File: src/sv/lip_ts_pkg.sv
// Shared definitions for the LIP replacement priority keeper.
// Holds request kind codes, default sizes and the search control struct.
// No dependencies.
package lip_ts_pkg;

  localparam int NUM_SETS_DEF      = 64;
  localparam int NUM_WAYS_DEF      = 8;
  localparam int PRIORITY_BITS_DEF = 32;

  localparam int KIND_W     = 2;
  localparam int SET_IDX_W  = 6;
  localparam int WAY_IDX_W  = 3;

  localparam logic [KIND_W-1:0] KIND_INVALIDATE = 2'd0;
  localparam logic [KIND_W-1:0] KIND_TOUCH      = 2'd1;
  localparam logic [KIND_W-1:0] KIND_INSERT     = 2'd2;
  localparam logic [KIND_W-1:0] KIND_QUERY      = 2'd3;

  typedef struct packed {
    logic step;
    logic first;
  } srch_ctl_t;

endpackage

File: src/sv/lip_ts_search.sv
// Shared compare unit for the victim search: keeps the lowest priority seen
// and its way, one way per step. Depends on lip_ts_pkg.
module lip_ts_search #(
  parameter int NUM_WAYS      = lip_ts_pkg::NUM_WAYS_DEF,
  parameter int PRIORITY_BITS = lip_ts_pkg::PRIORITY_BITS_DEF,
  localparam int WAY_W = (NUM_WAYS > 1) ? $clog2(NUM_WAYS) : 1
) (
  input  logic                     clk,
  input  lip_ts_pkg::srch_ctl_t    ctl,
  input  logic [WAY_W-1:0]         way,
  input  logic [PRIORITY_BITS-1:0] prio,
  output logic [WAY_W-1:0]         best_way,
  output logic                     best_invalid
);

  localparam logic [PRIORITY_BITS-1:0] PRIO_INVALID = {1'b1, {(PRIORITY_BITS-1){1'b0}}};

  logic [PRIORITY_BITS-1:0] best_prio_r;
  logic [WAY_W-1:0]         best_way_r;
  logic                     take;

  assign take = ctl.step && (ctl.first || ($signed(prio) < $signed(best_prio_r)));

  always_ff @(posedge clk) begin
    if (take) begin
      best_prio_r <= prio;
      best_way_r  <= way;
    end
  end

  assign best_way     = best_way_r;
  assign best_invalid = (best_prio_r == PRIO_INVALID);

endmodule

File: config.mk
export PLATFORM = sky130hd
export DESIGN_NAME = lip_ts_search
export DESIGN_NICKNAME = d
export VERILOG_FILES = /design/src/sv/lip_ts_pkg.sv /design/src/sv/lip_ts_search.sv
export SDC_FILE = /design/constraint.sdc
export NUM_CORES = 1
export LEC_CHECK = 0
export BUFFER_PORTS_ARGS = -buffer_cell sky130_fd_sc_hd__buf_2
export CAP_MARGIN = 20
export CORE_MARGIN = 2
export CORE_UTILIZATION = 40
export CTS_BUF_LIST = sky130_fd_sc_hd__clkbuf_2 sky130_fd_sc_hd__clkbuf_4 sky130_fd_sc_hd__clkbuf_8
export CTS_CLUSTER_SIZE = 25
export DETAILED_ROUTE_END_ITERATION = 6
export HOLD_SLACK_MARGIN = 0.03
export SLEW_MARGIN = 10
export SYNTH_ARGS = -nofsm -noshare
export SYNTH_HDL_FRONTEND = slang
export SYNTH_SLANG_ARGS = --single-unit
File: constraint.sdc
create_clock -name clk -period 7.1 [get_ports clk]
set_input_delay 1.065 -clock clk [delete_from_list [all_inputs] [get_ports clk]]
set_output_delay 1.065 -clock clk [all_outputs]
set_load 0.05 [all_outputs]
Yosys cells after proc, flatten, opt, wreduce, memory -nomap -nowiden
Index checks and enable logic that the tools add are counted.
W data, S select, Z words.
{"block": "op_classes", "n_eq_ne": 1, "n_reduce_logical": 2, "order_cmp": 1}
{"cell": "$eq A32 B32 Y1 const B", "n": 1}
{"cell": "$lt A32 B32 Y1", "n": 1}
{"cell": "$logic_and A1 B1 Y1", "n": 1}
{"cell": "$logic_or A1 B1 Y1", "n": 1}
{"block": "word_totals", "in_bits": 38, "output_inout_bits": 4, "ff_bits": 35, "wordCells": 6}

Logic depth before layout (Yosys ltp)
{"block": "depth", "word_depth": 3, "ltp_mapped": 7, "ltp_nobuf": 7}

Worst setup path after synthesis
No wires, ideal clock.
{"block": "synth_timing", "kind": "input port to flip-flop", "start": "input prio[30]", "end": "register best_prio_r[0], enable pin", "arrival_time_ns": 4.390, "setup_ns": 0.459, "cell_stages": 6, "slack_ns": 2.252, "required_ns": 6.641, "n_path_buf": 0, "cell_sequence": "ha_1 > a21oi_1 > nand2_1 > a221o_1 > o21a_1 > a2111oi_2"}
{"block": "synth_via", "elab_chain_cells": 3}
{"element": "start, declared", "line": "lip_ts_search.sv:11", "rtl": "input logic [PRIORITY_BITS-1:0] prio,"}
{"element": "$lt A32 B32 Y1", "line": "lip_ts_search.sv:22", "rtl": "assign take = ctl.step && (ctl.first || ($signed(prio) < $signed(best_prio_r)));"}
{"element": "$logic_or A1 B1 Y1", "line": "lip_ts_search.sv:22"}
{"element": "$logic_and A1 B1 Y1", "line": "lip_ts_search.sv:22"}
{"element": "named net take", "line": "lip_ts_search.sv:20", "rtl": "logic take;"}
{"element": "end signal, assigned", "line": "lip_ts_search.sv:26", "rtl": "best_prio_r <= prio;"}
{"element": "end, declared", "line": "lip_ts_search.sv:18", "rtl": "logic [PRIORITY_BITS-1:0] best_prio_r;"}
The timed path passes the listed nets, and every way through them passes these cells.
A chain may end at the register's enable or synchronous reset.

Final worst setup path
{"block": "layout_timing", "start": "input prio[31]", "end": "register best_prio_r[29], enable pin"}
Same word-level chain as after synthesis.

==> impl_metrics.json <==
{
  "diodes": 0,
  "syn_nets": 231,
  "rr_startpoint": "best_prio_r[17]",
  "firstDrtPassIters": 3,
  "syn2layout_area_growth_pct": 20.7,
  "dieArea_mm2": 0.00541,
  "rsz0062_at_grt": "false",
  "cts_resized": 0,
  "stdcell_count": 266,
  "path_max_fanout": 28,
  "drcViolationCount": 0,
  "portBuffers": 41,
  "io_pins": 42,
  "crit_type": "primary input to flip-flop",
  "initial_core_util_pct": 41.2,
  "cts.clk_slew.worst_paths_ns": 0.07,
  "synth-warning-count": 0,
  "place_congestion": 0.714,
  "report.final.slew_viol_count": 0,
  "fin_crit_ns": 3.44,
  "wl_per_cell_um": 13.6,
  "drt_iter0_markers": 35,
  "antenna_found_initial": 0,
  "rows": 25,
  "required_ns": 7.05,
  "synth.distinct_cells": 21,
  "numCtsBuffers": 5,
  "synth_area_mm2": 0.00193,
  "status": "finished clean",
  "slew_headroom_pct": 57.6,
  "clk_latency_ns": 0.29,
  "ys_seq_area_share_pct": 54.4,
  "finClkSkew_ns": 0.00700,
  "worst_pin_slew_ns": 0.636,
  "cp-start-kind": "primary input",
  "dr_total_vias": 1343,
  "place_area_mm2": 0.00223,
  "gr-usage-met2_pct": 22.3,
  "grt-ovfl-total": 0,
  "worst_ep_arrival_time_ns": 3.39,
  "tritoncts": "done",
  "cts.path.max_buffers": 2,
  "fmax_ghz": 0.291,
  "ys_ff_latch": 35,
  "h-tree-depth": 2,
  "fin_area_mm2": 0.00233,
  "setup_viol": 0,
  "peakVddDrop_mv": 0.117,
  "postCtsSetupBuffers": 0,
  "cts_hold_buf": 0,
  "grt_pass1_wl_mm": 5.90,
  "grt_use_met3_pct": 4.25,
  "cts.sinks": 35,
  "synthCells": 162,
  "setup_tns_ns": 0,
  "cp-end-kind": "flip-flop",
  "nNetsFinal": 280,
  "hold_viol": 0,
  "totalPowerFinal_uw": 513,
  "placed_cells": 258,
  "grt_pass1_vias": 1326,
  "p_leak_nw": 1.06,
  "die_h_um": 73.5,
  "antenna_left": 0,
  "grt-busiest-layer": "met2",
  "synth_area_per_cell_um2": 11.9,
  "finalCritPeriodShare_pct": 48.4,
  "routed_wirelength_mm": 3.61,
  "layout-drive-gt1-share_pct": 23.6,
  "die_w_um": 73.5,
  "cap_violations": 0,
  "dp.final_hpwl_mm": 2.87,
  "coreArea_mm2": 0.00469,
  "avgViaCountPerCell": 5.05,
  "hold_class": "primary input to flip-flop",
  "grtUsageMet1_pct": 19.3,
  "startpoint": "prio[31]",
  "hp-start": "way[2]",
  "grt_usage_pct": 14.6,
  "grt_max_degree": 29,
  "power.density_mw_per_mm2": 220,
  "cts_root_buf": "clkbuf_8"
}
## routing by layer
metal / wire [um] / part of all wire (%) / up-vias
li1: - / - / 697
met1: 1790 / 50 / 611
met2: 1580 / 44 / 28
met3: 179 / 5.0 / 7
met4: 59 / 1.6 / 0
met5: 0 / 0 / -
## area by class of cell
class                      instances  area, um^2
timing repair buffer              42         213
multi-input combinational         95         774
sequential                        35        1050
fill                             431        2360
clock inverter                     3        38.8
clock buffer                       5        68.8
inverter                          32         120
tap                               54        67.6
## worst max-delay path, stage by stage
cell and delay, ns:
buf_2 0.11, ha_1 0.33, nand4_1 0.16, nor3_1 0.08, a221o_1 0.34, o21a_1 0.22, a2111oi_4 0.63, buf_4 0.46
## layout by cell type (no fill, tap or decap)
master | Yosys | final
clkbuf_8 | 0 | 5
ha_1 | 31 | 31
buf_4 | 0 | 1
a31o_1 | 1 | 1
nor3_1 | 1 | 1
a2111o_1 | 1 | 1
edfxtp_1 | 35 | 35
nand2b_1 | 2 | 2
nor2_1 | 4 | 4
o21a_1 | 2 | 2
clkinv_2 | 0 | 1
clkinv_1 | 0 | 1
inv_1 | 32 | 32
buf_2 | 0 | 41
a21oi_1 | 14 | 14
nand3_1 | 1 | 1
or4_1 | 1 | 1
a221o_1 | 1 | 1
nor4_1 | 9 | 9
nand4_1 | 6 | 6
o21ai_0 | 6 | 6
and4_1 | 2 | 2
nor2b_1 | 1 | 1
o2bb2ai_1 | 2 | 2
bufinv_16 | 0 | 1
nand2_1 | 9 | 9
a2111oi_4 | 0 | 1
## synthesized netlist by cell type
cell,number,area [um^2]
nand4_1,6,37.5
o21ai_0,6,30.0
ha_1,31,388
nor2b_1,1,6.26
nor2_1,4,15.0
nor4_1,9,56.3
a21oi_1,14,70.1
nand3_1,1,5.00
nand2_1,9,33.8
inv_1,32,120
edfxtp_1,35,1050
a2111oi_2,1,15.0
nand2b_1,2,12.5
a31o_1,1,8.76
a2111o_1,1,11.3
or4_1,1,7.51
o21a_1,2,15.0
nor3_1,1,5.00
a221o_1,1,10.0
and4_1,2,17.5
o2bb2ai_1,2,17.5
## flip-flops by register name, summed over array words and instances, names as in the netlist
register	count
best_prio_r	32
best_way	3
## where the power goes
group / internal, mW / switching, mW / leakage, nW
sequential: 0.249 / 0.00814 / 0.336
clock: 0.103 / 0.0730 / 0.0556
combinational: 0.0331 / 0.0472 / 0.672
total: 0.385 / 0.128 / 1.06
## cells by family (layout without fill, tap and decap cells)
| family | count (synthesis) | count (layout) | share of synthesized area, % |
|---|---|---|---|
| flops | 35 | 35 | 54.4 |
| compound gates | 28 | 28 | 9.19 |
| fa+ha+maj | 31 | 31 | 20.1 |
| simple gates | 36 | 36 | 10.2 |
| buf+inv | 32 | 82 | 6.21 |
## stage by stage
stage	hold WS [ns]	setup slack (ns)	utilization (%)
after detailed placement	1.15	3.32	47.4
after global placement	1.14	3.37	47.4
after global routing	0.929	3.50	49.7
after CTS	0.934	3.63	49.7
after floorplan	1.16	2.25	-
final	0.945	3.66	49.7
## path summary, 6_finish.rpt
path / end / slack, ns / depth (start not counted)
setup / recovery: best_prio_r[29] / 3.66 / 8
hold / removal: best_way[2] / 0.95 / 1
setup reg to reg: best_prio_r[29] / 4.14 / 8
hold reg to reg: best_prio_r[31] / 1.16 / 5
Power figures use the tool's default switching activity.
